--- src/sv/gce_pkg.sv ---
// shared types and constants of the glyph color expander
package gce_pkg;

  // configuration register map
  localparam int unsigned CfgAddrW = 4;
  localparam int unsigned CfgDataW = 32;

  typedef enum logic [1:0] {
    REG_FRAME_BASE  = 2'd0,
    REG_LINE_WIDTH  = 2'd1,
    REG_GLYPH_WIDTH = 2'd2
  } gce_reg_e;

  // register widths and reset values
  localparam int unsigned FrameBaseW  = 32;
  localparam int unsigned LineWidthW  = 13;
  localparam int unsigned GlyphWidthW = 5;

  localparam logic [FrameBaseW-1:0]  FrameBaseRst  = 32'h0000_0000;
  localparam logic [LineWidthW-1:0]  LineWidthRst  = 13'd1024;
  localparam logic [GlyphWidthW-1:0] GlyphWidthRst = 5'd8;

  // field widths
  localparam int unsigned CoordW = 12;
  localparam int unsigned RowW   = 6;
  localparam int unsigned MaskW  = 16;
  localparam int unsigned ColorW = 24;
  localparam int unsigned AddrW  = 32;

  // row number on screen and row start in pixels
  localparam int unsigned LineW  = 13;
  localparam int unsigned ProdW  = LineWidthW + LineW;

  localparam logic [AddrW-1:0] BytesPerPixel = 32'd3;

  // one classified row waiting for expansion
  typedef struct packed {
    logic [AddrW-1:0]       byte_address;
    logic [MaskW-1:0]       row_mask;
    logic [ColorW-1:0]      fore_color;
    logic [ColorW-1:0]      back_color;
    logic                   glyph_end;
    logic [GlyphWidthW-1:0] glyph_width;
  } gce_entry_t;

endpackage

--- src/sv/gce_if.sv ---
// row input and pixel output channel interfaces

interface gce_row_if;
  logic                         valid;
  logic                         ready;
  logic [gce_pkg::CoordW-1:0]   origin_x;
  logic [gce_pkg::CoordW-1:0]   origin_y;
  logic [gce_pkg::RowW-1:0]     row_index;
  logic [gce_pkg::MaskW-1:0]    row_mask;
  logic [gce_pkg::ColorW-1:0]   fore_color;
  logic [gce_pkg::ColorW-1:0]   back_color;
  logic                         glyph_end;

  modport source (
    output valid, origin_x, origin_y, row_index, row_mask, fore_color, back_color, glyph_end,
    input  ready
  );
  modport sink (
    input  valid, origin_x, origin_y, row_index, row_mask, fore_color, back_color, glyph_end,
    output ready
  );
endinterface

interface gce_pix_if;
  logic                         valid;
  logic                         ready;
  logic [gce_pkg::AddrW-1:0]    byte_address;
  logic [gce_pkg::ColorW-1:0]   pixel_color;
  logic                         row_last;
  logic                         glyph_done;

  modport source (
    output valid, byte_address, pixel_color, row_last, glyph_done,
    input  ready
  );
  modport sink (
    input  valid, byte_address, pixel_color, row_last, glyph_done,
    output ready
  );
endinterface

--- src/sv/gce_front.sv ---
// front end: takes rows, forms the row start address, pushes to the queue
module gce_front (
  input  logic                                clk_i,
  input  logic                                rst_ni,
  gce_row_if.sink                             in_i,
  input  logic [gce_pkg::FrameBaseW-1:0]      frame_base_i,
  input  logic [gce_pkg::LineWidthW-1:0]      line_width_i,
  input  logic [gce_pkg::GlyphWidthW-1:0]     glyph_width_i,
  output logic                                push_valid_o,
  input  logic                                push_ready_i,
  output gce_pkg::gce_entry_t                 push_entry_o
);
  import gce_pkg::*;

  logic                 valid_q, valid_d;
  logic [ProdW-1:0]     prod_q;
  logic [CoordW-1:0]    ox_q;
  logic [MaskW-1:0]     mask_q;
  logic [ColorW-1:0]    fore_q;
  logic [ColorW-1:0]    back_q;
  logic                 end_q;
  logic [LineW-1:0]     line_num;
  logic                 in_fire;
  logic [ProdW:0]       pix0;
  logic [AddrW-1:0]     pix0_bytes;

  // stage holds one row; it frees as soon as the queue takes it
  assign in_i.ready = !valid_q || push_ready_i;
  assign in_fire    = in_i.valid && in_i.ready;

  // screen row of this glyph row
  assign line_num = LineW'(in_i.origin_y) + LineW'(in_i.row_index);

  // stage valid
  always_comb begin
    valid_d = valid_q;
    if (in_fire) begin
      valid_d = 1'b1;
    end else if (push_ready_i) begin
      valid_d = 1'b0;
    end
  end

  always_ff @(posedge clk_i or negedge rst_ni) begin
    if (!rst_ni) begin
      valid_q <= 1'b0;
    end else begin
      valid_q <= valid_d;
    end
  end

  // row stride multiply, registered
  always_ff @(posedge clk_i) begin
    if (in_fire) begin
      prod_q <= ProdW'(line_width_i) * ProdW'(line_num);
      ox_q   <= in_i.origin_x;
      mask_q <= in_i.row_mask;
      fore_q <= in_i.fore_color;
      back_q <= in_i.back_color;
      end_q  <= in_i.glyph_end;
    end
  end

  // first pixel address: base + pixel index times three, modulo 2^32
  assign pix0       = (ProdW+1)'(prod_q) + (ProdW+1)'(ox_q);
  assign pix0_bytes = AddrW'(pix0) * BytesPerPixel;

  assign push_valid_o              = valid_q;
  assign push_entry_o.byte_address = frame_base_i + pix0_bytes;
  assign push_entry_o.row_mask     = mask_q;
  assign push_entry_o.fore_color   = fore_q;
  assign push_entry_o.back_color   = back_q;
  assign push_entry_o.glyph_end    = end_q;
  assign push_entry_o.glyph_width  = glyph_width_i;

endmodule

--- src/sv/gce_fifo.sv ---
// short queue of classified rows between front and back end
module gce_fifo #(
  parameter int unsigned DEPTH = 2
) (
  input  logic                 clk_i,
  input  logic                 rst_ni,
  input  logic                 push_valid_i,
  output logic                 push_ready_o,
  input  gce_pkg::gce_entry_t  push_entry_i,
  output logic                 pop_valid_o,
  input  logic                 pop_ready_i,
  output gce_pkg::gce_entry_t  pop_entry_o
);
  import gce_pkg::*;

  localparam int unsigned PtrW = (DEPTH > 1) ? $clog2(DEPTH) : 1;
  localparam int unsigned CntW = $clog2(DEPTH + 1);

  gce_entry_t          mem_q [DEPTH];
  logic [PtrW-1:0]     wr_ptr_q, wr_ptr_d;
  logic [PtrW-1:0]     rd_ptr_q, rd_ptr_d;
  logic [CntW-1:0]     count_q, count_d;
  logic                push, pop;

  assign push_ready_o = (count_q != CntW'(DEPTH));
  assign pop_valid_o  = (count_q != '0);
  assign push         = push_valid_i && push_ready_o;
  assign pop          = pop_valid_o && pop_ready_i;
  assign pop_entry_o  = mem_q[rd_ptr_q];

  // pointer and fill count update
  always_comb begin
    wr_ptr_d = wr_ptr_q;
    rd_ptr_d = rd_ptr_q;
    count_d  = count_q;
    if (push) begin
      wr_ptr_d = (wr_ptr_q == PtrW'(DEPTH - 1)) ? '0 : wr_ptr_q + 1'b1;
    end
    if (pop) begin
      rd_ptr_d = (rd_ptr_q == PtrW'(DEPTH - 1)) ? '0 : rd_ptr_q + 1'b1;
    end
    if (push && !pop) begin
      count_d = count_q + 1'b1;
    end else if (pop && !push) begin
      count_d = count_q - 1'b1;
    end
  end

  always_ff @(posedge clk_i or negedge rst_ni) begin
    if (!rst_ni) begin
      wr_ptr_q <= '0;
      rd_ptr_q <= '0;
      count_q  <= '0;
    end else begin
      wr_ptr_q <= wr_ptr_d;
      rd_ptr_q <= rd_ptr_d;
      count_q  <= count_d;
    end
  end

  // entry storage
  always_ff @(posedge clk_i) begin
    if (push) begin
      mem_q[wr_ptr_q] <= push_entry_i;
    end
  end

endmodule

--- src/sv/gce_back.sv ---
// back end: expands one queued row into one pixel beat per cycle while out_o is ready
module gce_back #(
  parameter int unsigned MAX_GLYPH_WIDTH = 16
) (
  input  logic                 clk_i,
  input  logic                 rst_ni,
  input  logic                 pop_valid_i,
  output logic                 pop_ready_o,
  input  gce_pkg::gce_entry_t  pop_entry_i,
  gce_pix_if.source            out_o
);
  import gce_pkg::*;

  localparam int unsigned WW = $clog2(MAX_GLYPH_WIDTH + 1);
  localparam int unsigned MW = (MAX_GLYPH_WIDTH > MaskW) ? MAX_GLYPH_WIDTH : MaskW;
  localparam int unsigned CW = (WW > GlyphWidthW) ? WW : GlyphWidthW;

  logic                        busy_q, busy_d;
  logic [AddrW-1:0]            addr_q;
  logic [MAX_GLYPH_WIDTH-1:0]  mask_q;
  logic [WW-1:0]               cnt_q;
  logic [ColorW-1:0]           fore_q;
  logic [ColorW-1:0]           back_q;
  logic                        end_q;

  logic                        last;
  logic                        out_fire;
  logic                        load;
  logic [CW-1:0]               gw_ext;
  logic [WW-1:0]               eff_w;
  logic [MW-1:0]               mask_ext;
  logic [MAX_GLYPH_WIDTH-1:0]  mask_aligned;

  assign last     = (cnt_q == WW'(1));
  assign out_fire = out_o.valid && out_o.ready;

  // take the next row when idle or when the last pixel of this row leaves
  assign pop_ready_o = !busy_q || (out_o.ready && last);
  assign load        = pop_valid_i && pop_ready_o;

  // clamp the glyph width to one..max
  assign gw_ext = CW'(pop_entry_i.glyph_width);
  always_comb begin
    if (gw_ext == '0) begin
      eff_w = WW'(1);
    end else if (gw_ext > CW'(MAX_GLYPH_WIDTH)) begin
      eff_w = WW'(MAX_GLYPH_WIDTH);
    end else begin
      eff_w = WW'(gw_ext);
    end
  end

  // leftmost pixel's bit moved to the top of the shift register
  assign mask_ext     = MW'(pop_entry_i.row_mask);
  assign mask_aligned = mask_ext[MAX_GLYPH_WIDTH-1:0] << (WW'(MAX_GLYPH_WIDTH) - eff_w);

  // busy flag
  always_comb begin
    busy_d = busy_q;
    if (load) begin
      busy_d = 1'b1;
    end else if (out_fire && last) begin
      busy_d = 1'b0;
    end
  end

  always_ff @(posedge clk_i or negedge rst_ni) begin
    if (!rst_ni) begin
      busy_q <= 1'b0;
    end else begin
      busy_q <= busy_d;
    end
  end

  // per pixel stepping
  always_ff @(posedge clk_i) begin
    if (load) begin
      addr_q <= pop_entry_i.byte_address;
      mask_q <= mask_aligned;
      cnt_q  <= eff_w;
      fore_q <= pop_entry_i.fore_color;
      back_q <= pop_entry_i.back_color;
      end_q  <= pop_entry_i.glyph_end;
    end else if (out_fire) begin
      addr_q <= addr_q + BytesPerPixel;
      mask_q <= mask_q << 1;
      cnt_q  <= cnt_q - 1'b1;
    end
  end

  // pixel beat
  assign out_o.valid        = busy_q;
  assign out_o.byte_address = addr_q;
  assign out_o.pixel_color  = mask_q[MAX_GLYPH_WIDTH-1] ? fore_q : back_q;
  assign out_o.row_last     = last;
  assign out_o.glyph_done   = last && end_q;

endmodule

--- src/sv/glyph_color_expander_unit.sv ---
// top level of the glyph color expander: registers, front, queue, back
//
// Usage: each beat on in_i describes one glyph row (origin, row index, row
// mask, foreground and background colors, glyph end flag). The block emits
// one beat on out_o per glyph column, leftmost first, carrying the byte
// address of the pixel's first byte, the chosen color, a row-last flag and
// the glyph end flag on the row's last pixel.
// Registers frame_base (0x0), line_width (0x4) and glyph_width (0x8) are
// written over the APB port; write them only while the block is idle.
// The first pixel of a row leaves after the stride multiply register, the
// queue and the expander's registers.
// The expander emits one pixel per cycle while out_o.ready is high; a row has
// its clamped glyph width in pixels (1 to MAX_GLYPH_WIDTH; eight at reset).
// Consecutive rows leave without gaps when the next row is already queued.
// A two-entry queue lets the front keep taking rows while out_o stalls;
// once it and the front stage fill, in_i.ready drops until a row drains.
// Reset empties the pipeline and loads base 0, line width 1024, width 8.
module glyph_color_expander_unit #(
  parameter int unsigned MAX_GLYPH_WIDTH = 16
) (
  input  logic                              clk_i,
  input  logic                              rst_ni,
  gce_row_if.sink                           in_i,
  gce_pix_if.source                         out_o,
  input  logic                              psel,
  input  logic                              penable,
  input  logic                              pwrite,
  input  logic [gce_pkg::CfgAddrW-1:0]      paddr,
  input  logic [gce_pkg::CfgDataW-1:0]      pwdata,
  output logic [gce_pkg::CfgDataW-1:0]      prdata,
  output logic                              pready
);
  import gce_pkg::*;

  localparam int unsigned QueueDepth = 2;

  logic [FrameBaseW-1:0]   frame_base_q;
  logic [LineWidthW-1:0]   line_width_q;
  logic [GlyphWidthW-1:0]  glyph_width_q;
  logic                    cfg_write;
  gce_reg_e                reg_sel;

  logic                    push_valid, push_ready;
  gce_entry_t              push_entry;
  logic                    pop_valid, pop_ready;
  gce_entry_t              pop_entry;

  // register access
  assign pready    = 1'b1;
  assign reg_sel   = gce_reg_e'(paddr[3:2]);
  assign cfg_write = psel && penable && pwrite && pready;

  always_ff @(posedge clk_i or negedge rst_ni) begin
    if (!rst_ni) begin
      frame_base_q  <= FrameBaseRst;
      line_width_q  <= LineWidthRst;
      glyph_width_q <= GlyphWidthRst;
    end else if (cfg_write) begin
      unique case (reg_sel)
        REG_FRAME_BASE:  frame_base_q  <= pwdata[FrameBaseW-1:0];
        REG_LINE_WIDTH:  line_width_q  <= pwdata[LineWidthW-1:0];
        REG_GLYPH_WIDTH: glyph_width_q <= pwdata[GlyphWidthW-1:0];
        default: ;
      endcase
    end
  end

  // register read back
  always_comb begin
    unique case (reg_sel)
      REG_FRAME_BASE:  prdata = CfgDataW'(frame_base_q);
      REG_LINE_WIDTH:  prdata = CfgDataW'(line_width_q);
      REG_GLYPH_WIDTH: prdata = CfgDataW'(glyph_width_q);
      default:         prdata = '0;
    endcase
  end

  // row intake and address setup
  gce_front u_front (
    .clk_i         (clk_i),
    .rst_ni        (rst_ni),
    .in_i          (in_i),
    .frame_base_i  (frame_base_q),
    .line_width_i  (line_width_q),
    .glyph_width_i (glyph_width_q),
    .push_valid_o  (push_valid),
    .push_ready_i  (push_ready),
    .push_entry_o  (push_entry)
  );

  // row queue
  gce_fifo #(
    .DEPTH (QueueDepth)
  ) u_fifo (
    .clk_i        (clk_i),
    .rst_ni       (rst_ni),
    .push_valid_i (push_valid),
    .push_ready_o (push_ready),
    .push_entry_i (push_entry),
    .pop_valid_o  (pop_valid),
    .pop_ready_i  (pop_ready),
    .pop_entry_o  (pop_entry)
  );

  // pixel expansion
  gce_back #(
    .MAX_GLYPH_WIDTH (MAX_GLYPH_WIDTH)
  ) u_back (
    .clk_i       (clk_i),
    .rst_ni      (rst_ni),
    .pop_valid_i (pop_valid),
    .pop_ready_o (pop_ready),
    .pop_entry_i (pop_entry),
    .out_o       (out_o)
  );

  // glyph end only ever shows on a row's last pixel
  assert property (@(posedge clk_i) disable iff (!rst_ni)
    out_o.valid && out_o.glyph_done |-> out_o.row_last)
    else $error("glyph_done without row_last");

  // pixels of one row leave without a gap
  assert property (@(posedge clk_i) disable iff (!rst_ni)
    out_o.valid && out_o.ready && !out_o.row_last |=> out_o.valid)
    else $error("gap inside a row");

  // consecutive pixels of a row are three bytes apart
  assert property (@(posedge clk_i) disable iff (!rst_ni)
    out_o.valid && out_o.ready && !out_o.row_last
    |=> out_o.byte_address == $past(out_o.byte_address) + BytesPerPixel)
    else $error("pixel address step is not three bytes");

  // while the queue is full, a front stage that held a row takes no new one
  assert property (@(posedge clk_i) disable iff (!rst_ni)
    !push_ready |-> !(in_i.valid && in_i.ready && !$past(in_i.ready)))
    else $error("row accepted while queue full and front stage held");

endmodule
--- src/flat_wrapper.sv ---
// flat-port wrapper written by rule: the top's interface ports become plain ports
module glyph_color_expander_unit_flat import gce_pkg::*;
#(
  parameter int unsigned MAX_GLYPH_WIDTH = 16
)
  (clk_i, rst_ni, psel, penable, pwrite, paddr, pwdata, prdata, pready, in_i_valid, in_i_origin_x, in_i_origin_y, in_i_row_index, in_i_row_mask, in_i_fore_color, in_i_back_color, in_i_glyph_end, in_i_ready, out_o_valid, out_o_byte_address, out_o_pixel_color, out_o_row_last, out_o_glyph_done, out_o_ready);
  gce_row_if in_i_i ();
  gce_pix_if out_o_i ();
  input  logic clk_i;
  input  logic rst_ni;
  input  logic psel;
  input  logic penable;
  input  logic pwrite;
  input  logic [gce_pkg::CfgAddrW-1:0] paddr;
  input  logic [gce_pkg::CfgDataW-1:0] pwdata;
  output logic [gce_pkg::CfgDataW-1:0] prdata;
  output logic pready;
  input wire logic [$bits(in_i_i.valid)-1:0] in_i_valid;
  input wire logic [$bits(in_i_i.origin_x)-1:0] in_i_origin_x;
  input wire logic [$bits(in_i_i.origin_y)-1:0] in_i_origin_y;
  input wire logic [$bits(in_i_i.row_index)-1:0] in_i_row_index;
  input wire logic [$bits(in_i_i.row_mask)-1:0] in_i_row_mask;
  input wire logic [$bits(in_i_i.fore_color)-1:0] in_i_fore_color;
  input wire logic [$bits(in_i_i.back_color)-1:0] in_i_back_color;
  input wire logic [$bits(in_i_i.glyph_end)-1:0] in_i_glyph_end;
  output wire logic [$bits(in_i_i.ready)-1:0] in_i_ready;
  output wire logic [$bits(out_o_i.valid)-1:0] out_o_valid;
  output wire logic [$bits(out_o_i.byte_address)-1:0] out_o_byte_address;
  output wire logic [$bits(out_o_i.pixel_color)-1:0] out_o_pixel_color;
  output wire logic [$bits(out_o_i.row_last)-1:0] out_o_row_last;
  output wire logic [$bits(out_o_i.glyph_done)-1:0] out_o_glyph_done;
  input wire logic [$bits(out_o_i.ready)-1:0] out_o_ready;
  assign in_i_i.valid = in_i_valid;
  assign in_i_i.origin_x = in_i_origin_x;
  assign in_i_i.origin_y = in_i_origin_y;
  assign in_i_i.row_index = in_i_row_index;
  assign in_i_i.row_mask = in_i_row_mask;
  assign in_i_i.fore_color = in_i_fore_color;
  assign in_i_i.back_color = in_i_back_color;
  assign in_i_i.glyph_end = in_i_glyph_end;
  assign in_i_ready = in_i_i.ready;
  assign out_o_valid = out_o_i.valid;
  assign out_o_byte_address = out_o_i.byte_address;
  assign out_o_pixel_color = out_o_i.pixel_color;
  assign out_o_row_last = out_o_i.row_last;
  assign out_o_glyph_done = out_o_i.glyph_done;
  assign out_o_i.ready = out_o_ready;
  glyph_color_expander_unit #(.MAX_GLYPH_WIDTH(MAX_GLYPH_WIDTH)) u_core (.clk_i(clk_i), .rst_ni(rst_ni), .in_i(in_i_i), .out_o(out_o_i), .psel(psel), .penable(penable), .pwrite(pwrite), .paddr(paddr), .pwdata(pwdata), .prdata(prdata), .pready(pready));
endmodule
--- config.mk ---
export PLATFORM = sky130hd
export DESIGN_NAME = glyph_color_expander_unit_flat
export DESIGN_NICKNAME = d
export VERILOG_FILES = /design/src/sv/gce_pkg.sv /design/src/sv/gce_if.sv /design/src/sv/gce_front.sv /design/src/sv/gce_fifo.sv /design/src/sv/gce_back.sv /design/src/sv/glyph_color_expander_unit.sv /design/src/flat_wrapper.sv
export SDC_FILE = /design/constraint.sdc
export NUM_CORES = 1
export LEC_CHECK = 0
export ABC_AREA = 1
export BUFFER_PORTS_ARGS = -buffer_cell sky130_fd_sc_hd__buf_2
export CAP_MARGIN = 15
export CORE_ASPECT_RATIO = 1.2
export CORE_MARGIN = 1
export CORE_UTILIZATION = 55
export DETAILED_ROUTE_END_ITERATION = 16
export PLACE_DENSITY = 0.84
export SLEW_MARGIN = 20
export SYNTH_ARGS = -nofsm -noshare
export SYNTH_HDL_FRONTEND = slang
export SYNTH_HIERARCHICAL = 1
export SYNTH_SLANG_ARGS = --single-unit
--- constraint.sdc ---
create_clock -name clk_i -period 8 [get_ports clk_i]
set_input_delay 0.8 -clock clk_i [delete_from_list [all_inputs] [get_ports clk_i]]
set_output_delay 0.8 -clock clk_i [all_outputs]
set_load 0.02 [all_outputs]
==> results of run 1 <==
-- cell families (layout without fill, tap and decap cells) --
| family | Yosys count | after routing | synth area share [%] |
|---|---|---|---|
| adders and majority gates | 274 | 274 | 15.7 |
| DFF | 465 | 465 | 47.2 |
| xor gates and xnor gates | 71 | 71 | 2.14 |
| buffers and inverters | 519 | 761 | 7.53 |
| AOI/OAI and AO/OA | 120 | 120 | 2.37 |
| and+or+nand+nor | 1704 | 1704 | 24.1 |
| muxes | 24 | 24 | 0.932 |
| other | 1 | 12 | 0.0129 |
-- final cells by class --
| cell class | count | area, sq um | share of cell area (%) |
|---|---|---|---|
| tap | 697 | 872 | 2.72 |
| antenna | 11 | 27.5 | 0.0857 |
| clock inverter | 27 | 310 | 0.967 |
| multi-input combinational | 2194 | 13200 | 41.0 |
| clock buffer | 54 | 1140 | 3.55 |
| timing repair buffer | 239 | 1240 | 3.86 |
| sequential | 465 | 13700 | 42.6 |
| inverter | 441 | 1660 | 5.16 |
-- stage by stage --
step	hold WS, ns	setup WS [ns]	std cells	area, sq um	util, %
3_5_place_dp	0.433	1.02	4035	30600	59.2
4_1_cts	0.351	1.60	4116	32100	62.0
3_3_place_gp	0.422	1.06	4035	30600	59.2
2_1_floorplan	0.421	1.59	3178	29000	-
6_report	0.376	1.59	4128	32100	62.1
5_1_grt	0.358	1.23	4126	32100	62.1
-- critical path, delay by kind of cell --
kind / cells / cell delay, ns
buffers and inverters: 7 / 0.61
adders and majority gates: 8 / 3.55
and+or+nand+nor: 11 / 1.16
AOI/OAI and AO/OA: 3 / 0.58
-- cells in the mapped netlist, drive strengths merged --
cell type	n
o21bai	3
nor4	2
or2	5
o211ai	3
nand4	22
a21oi	54
clkbuf	20
ha	124
fa	150
a22oi	1
nand3	199
a22o	1
conb	1
edfxtp	409
o2111a	1
nor3	30
xor2	52
o21a	6
a21boi	2
nand2	1214
dfstp	2
xnor2	19
o21ai	44
nor2	223
clkinv	1
mux2	24
a21o	2
buf	58
nand3b	5
dfrtp	54
inv	440
and2	4
a31oi	3
-- worst max-delay path by stage --
stage	from	endpoint	slack [ns]	depth (start not counted)
after detailed placement	in_i_origin_y[0]	u_core/u_front/prod_q[21]	1.02	29
after global routing	in_i_origin_y[0]	u_core/u_front/prod_q[21]	1.23	29
final	in_i_origin_y[0]	u_core/u_front/prod_q[21]	1.59	29
after global placement	in_i_origin_y[0]	u_core/u_front/prod_q[21]	1.06	29
after CTS	in_i_origin_y[0]	u_core/u_front/prod_q[21]	1.60	29
after floorplan	in_i_valid	u_core/u_front/back_q[0]	1.59	2
-- state kept, by name (all words and copies together), names as in the netlist, 2 cells and up --
| name | cells |
|---|---|
| u_core/u_front/ox_q | 12 |
| u_core/u_fifo/mem_q | 204 |
| u_core/u_front/fore_q | 24 |
| u_core/u_back/cnt_q | 5 |
| u_core/frame_base_q | 32 |
| u_core/line_width_q | 13 |
| u_core/u_front/prod_q | 26 |
| u_core/u_back/fore_q | 24 |
| u_core/u_front/mask_q | 16 |
| u_core/u_fifo/count_q | 2 |
| u_core/u_front/back_q | 24 |
| u_core/u_back/out_o.byte_address | 32 |
| u_core/glyph_width_q | 5 |
| u_core/u_back/mask_q | 16 |
| u_core/u_back/back_q | 24 |
-- per-layer routing --
| metal | vias to the layer above | track usage, % | share of wire [%] |
|---|---|---|---|
| met2 | 795 | 46.5 | 51 |
| met5 | - | 0 | 0.031 |
| met3 | 172 | 3.25 | 5.6 |
| li1 | 10509 | - | - |
| met4 | 4 | 12.4 | 4.4 |
| met1 | 10363 | 32.7 | 39 |
-- layout by cell type (no fill, tap or decap), types with 7 or more instances in the layout --
cell type  instances
inv_2              9
clkbuf_16         44
buf_4             11
clkinv_2           7
nor2_1           210
buf_2            227
clkinv_1           7
nor3_1            30
inv_1            431
edfxtp_1         409
dfrtp_1           53
o21ai_0           34
xnor2_1           19
xor2_1            52
mux2_2            24
a21oi_1           52
nand2_2           26
nand4_1           22
nor2_2             7
diode_2           11
ha_1             124
fa_1             150
nand3_1          194
clkbuf_1          10
nand2_1         1182
==> results.md, run 1 <==
* Outcome: finished, final reports clean
* Per-instance average area after synthesis at about 9.1 sq um
* Area of the die at roughly 54000 sq um
* Hold Path Origin: in_i_row_mask[13]
* Number of hold buffers added after cts at 0
* Iteration-0 DRC count of the detailed router at ~1600
* Buffer count from post-CTS setup fixing at 0
* Initial cell density of the core at 56.1%
* Distinct cell type count after synthesis at just under 50
* Average vias per placed instance at between 5 and 6
* Count of cells along the worst hold path at 1
* Class of the most critical setup path: primary input to flop
* Number of slew-limit violations in the final report at 0
* Worst clock skew at slightly below 0.04 ns
* Filler Cells Inserted at approximately 4300
* Layout area overhead at 10.7%
* Total wirelength of the detailed-routed design at 70400 um
* Endpoint type of the worst setup path: flop
* Largest net degree at the start of global routing at 72
* Proportion of netlist area held by the largest area contributor at 42.4%
* Required time reported for the critical path endpoint at 8.30 ns
* Actual transition at the worst max-transition pin at 1.04 ns
* Signal arrival time at the worst endpoint at 6.72 ns
* Synthesized net count at 3590
* Clock-pin slew on the worst setup and hold paths at approximately 0.070 ns
* Final-report hold violation count at 0
* Cell with the largest stage delay on the worst path: fa_1
* DRC violation count after routing at 0
* Core region area at 51700 sq um
* Period Utilization, post-route at roughly 80%
* Worst stage delay on the critical path at 0.55 ns
* Count of nets left with antenna violations after detail routing at 0
* Number of top-level pins at approximately 230
* Critical Path Fanout Max at 8
* Gate count of the mapped netlist at between 3000 and 4000
* Top achievable clock speed at 156 MHz
* Placer Congestion at around 0.96
* First-pass iteration count of the detailed router at 6
* Worst hold path endpoint: u_core/u_front/mask_q[13]
* Row count at 91
* Number of global-route vias before repair at ~21000
* Worst slew margin relative to its limit at a little under a third
* Post-route setup TNS at 0 ns
* Most common cell on crit path: nand2_1
* Wire length of the first global-routing pass at around 110000 um
* Count of vias placed by the detailed router at between 20000 and 25000
* Depth of the worst register-to-register path at 15
* CTS H-tree depth at 2
* Share of final-layout standard cells stronger than drive strength 1 at 11.7%
* Critical Path Start Type: primary input
* Number of nets in the final layout at 3797
* Reg-to-reg startpoint: u_core/line_width_q[4]
* R2r endpoint: u_core/u_front/prod_q[19]
* Worst hold path type: primary input to flop
* Number of flip-flops and latches in the synthesized netlist at ~470
* Overall routing resource usage at about a quarter
* Chip height at ~250 um
* Clock root cell: clkbuf_16
* CTS tree: yes
* Proportion of synthesized chip area in sequential cells at between 40% and 50%
* Number of buffers added by the clock tree synthesis step at 44
* Die Span X at between 200 and 250 um
* Initial antenna violation count at 12
* Maximum buffer depth of the clock tree at 3
* Post-detail-place hpwl at 52000 um
* Setup slack, reg-to-reg at 2.63 ns
* Maxcap violations at 0
* Unrepaired setup endpoints after global routing: false
* Sinks on the clock net at approximately 470
* Source-to-sink clock delay at the later pin of the worst-skew pair at just under 0.6 ns
* Mapped Area at between 20000 and 30000 sq um
* Number of I/O port buffers at between 200 and 250
* Leading cell types by total area after synthesis: edfxtp_1 (42%), nand2_1 (15%), fa_1 (10%), inv_1 (5.6%), ha_1 (5.4%)
* # setup viols final at 0
* Crit path time final at roughly 6.4 ns
* Resized Gates After CTS at 0
* Biggest area consumer among synthesized cells: edfxtp_1
* Warnings from Yosys at 6
* Grt total ovfl at 0
* Average wire per standard cell at 17.1 um
Power of run 1 is left out: the tool's default activity adds up to more than one toggle a clock period on the data nets, which glitch-free logic cannot reach.
==> run 2: changes to the inputs <==
clock period = 6.25 ns   (was 8 ns; I/O delays follow)
==> run 2 against run 1 <==
  * Core utilization is 1.2 points higher
  * Worst setup slack worse by 1.2 ns
  * Clock skew shrank 0.0036 ns
  * Sequential share of layout area decreased by 0.79 points
  * Critical path depth fell by 1
==> results.md, run 2 (synthesized netlist as in run 1, its figures left out) <==
* Outcome: finished, final reports clean
* Chip height at 254 um (unchanged)
* Core region area at 51700 sq um (unchanged)
* # setup viols final at 0 (unchanged)
* Average wire per standard cell at 17.0 um (-0.46%)
* Unrepaired setup endpoints after global routing: false
* Largest net degree at the start of global routing at 71 (-1.4%)
* Cell with the largest stage delay on the worst path: fa_1
* Maximum buffer depth of the clock tree at 3 (unchanged)
* Overall routing resource usage at 27.1% (+0.51 points)
* Number of hold buffers added after cts at 0 (unchanged)
* Grt total ovfl at 0 (unchanged)
* Critical Path Start Type: primary input
* Endpoint type of the worst setup path: flop
* Sinks on the clock net at 465 (unchanged)
* Class of the most critical setup path: primary input to flop
* Count of buffering cells on the critical path with inverters included at 6 (-1)
* Crit path time final at slightly below 6 ns
* Final-report hold violation count at 0 (unchanged)
* Number of global-route vias before repair at 22059 (+3.2%)
* Average vias per placed instance at 5.27 (-0.38%)
* Minimum hold slack at 0.210 ns (-0.166 ns)
* Post-route setup TNS at 0 ns (unchanged)
* Total wirelength of the detailed-routed design at 71200 um (+1.1%)
* Clock-pin slew on the worst setup and hold paths at 0.06 ns (about the same)
* Number of nets in the final layout at 3870 (+1.9%)
* CTS H-tree depth at 2 (unchanged)
* Top achievable clock speed at 170 MHz
* Most common library cell in the layout ignoring fill and taps: nand2_1
* Post-detail-place hpwl at 53700 um (+3.2%)
* Number of top-level pins at 231 (unchanged)
* Number of I/O port buffers at 227 (unchanged)
* Initial antenna violation count at 6 (-6)
* Max FFs per register at 204 (unchanged)
* Worst hold path type: primary input to asynchronous set/reset pin
* Worst clock skew at 0.0361 ns (-0.00357 ns)
* DRC violation count after routing at 0 (unchanged)
* Clock root cell: clkbuf_16
* Count of nets left with antenna violations after detail routing at 0 (unchanged)
* Filler Cells Inserted at 4176 (-2.3%)
* Share of final-layout standard cells stronger than drive strength 1 at 13.7% (+2.0 points)
* Worst slew margin relative to its limit at 32.2% (+1.4 points)
* Area of the die at 53700 sq um (unchanged)
* Die Span X at 212 um (unchanged)
* Most common cell on crit path: fa_1
* Worst stage delay on the critical path at 0.55 ns (about the same)
* Wire length of the first global-routing pass at 112000 um (+1.8%)
* Register with the highest flop count: u_core/u_fifo/mem_q
* Iteration-0 DRC count of the detailed router at 1538 (-1.7%)
* Source-to-sink clock delay at the later pin of the worst-skew pair at 0.58 ns (about the same)
* Number of buffers added by the clock tree synthesis step at 44 (unchanged)
* Maxcap violations at 0 (unchanged)
* Signal arrival time at the worst endpoint at 6.19 ns (-0.53 ns)
* Layout area overhead at 12.8%
* Actual transition at the worst max-transition pin at 1.02 ns (-0.0204 ns)
* Number of slew-limit violations in the final report at 0 (unchanged)
* Initial cell density of the core at 56.1% (unchanged)
* Required time reported for the critical path endpoint at 6.54 ns (-1.76 ns)
* Setup slack after placement at -0.321 ns (-1.35 ns)
* Kind of cell with the highest combined delay on the critical path: adder cells
* Critical Path Fanout Max at 5 (-3)
* Row count at 91 (unchanged)
* First-pass iteration count of the detailed router at 6 (unchanged)
* Commonest cells after routing, fill and taps aside: nand2_1 (1182), inv_1 (431), edfxtp_1 (409)
* Count of vias placed by the detailed router at 22098 (+1.2%)
* Placer Congestion at 0.960 (+0.13%)
* Final critical-path setup slack at 0.351 ns (-1.24 ns)
* CTS tree: yes
* Period Utilization, post-route at 94.4%
-- run 2: worst register-to-register path, cell delays in order, from the launching register on --
cell	delay, ns
dfrtp_1	0.72
inv_1	0.30
nor2_1	0.23
fa_1	0.45
fa_1	0.52
fa_1	0.52
fa_1	0.55
inv_1	0.06
fa_1	0.55
inv_1	0.05
ha_1	0.35
a21oi_1	0.24
o21a_1	0.16
nand3_1	0.14
nand2_1	0.12
nand2_1	0.05
nand2_1	0.05
nand2_1	0.07
-- run 2: what timing repair did --
action                                  4_1_cts  5_1_grt
endpoints found under the setup margin        0        2
setup buffers                                 0        0
resized for setup                             0        2
-- run 2: worst paths after layout --
check,start,to,slack [ns],cells past startpoint
min in group clk_i,in_i_row_mask[8],u_core/u_front/mask_q[8],0.21,1
max,in_i_origin_y[0],u_core/u_front/prod_q[22],0.35,28
max reg2reg,u_core/line_width_q[1],u_core/u_front/prod_q[22],0.87,17
min,rst_ni,u_core/frame_base_q[31],0.21,2
min reg2reg,u_core/u_front/mask_q[6],u_core/u_fifo/mem_q[1][60],0.43,0
max in group asynchronous,rst_ni,u_core/u_fifo/rd_ptr_q,5.36,2
-- run 2: metal layers --
layer | vias up | GRT usage [%] | share of wire (%)
met3 | 182 | 3.71 | 5.7
met1 | 10489 | 32.6 | 39
met4 | 2 | 12.0 | 4.3
met2 | 776 | 48.2 | 51
met5 | - | 0 | 0.018
li1 | 10649 | - | -
-- run 2: layout make-up --
| cell class | instances | area [sq um] | share of cell area, % |
|---|---|---|---|
| tap | 697 | 872 | 2.67 |
| clock inverter | 25 | 372 | 1.14 |
| multi-input combinational | 2194 | 13200 | 40.3 |
| sequential | 465 | 13700 | 41.9 |
| clock buffer | 54 | 1150 | 3.51 |
| inverter | 441 | 1660 | 5.06 |
| timing repair buffer | 312 | 1790 | 5.46 |
| antenna | 4 | 10.0 | 0.0306 |
-- run 2: per-stage QoR --
| step | util, % | area [sq um] | cells |
|---|---|---|---|
| floorplan | - | 29000 | 3178 |
| global placement | 60.3 | 31200 | 4109 |
| detailed placement | 60.3 | 31200 | 4109 |
| CTS | 63.2 | 32700 | 4188 |
| global route | 63.3 | 32700 | 4192 |
| finish | 63.3 | 32700 | 4192 |
Power of run 2 is left out for the same reason.
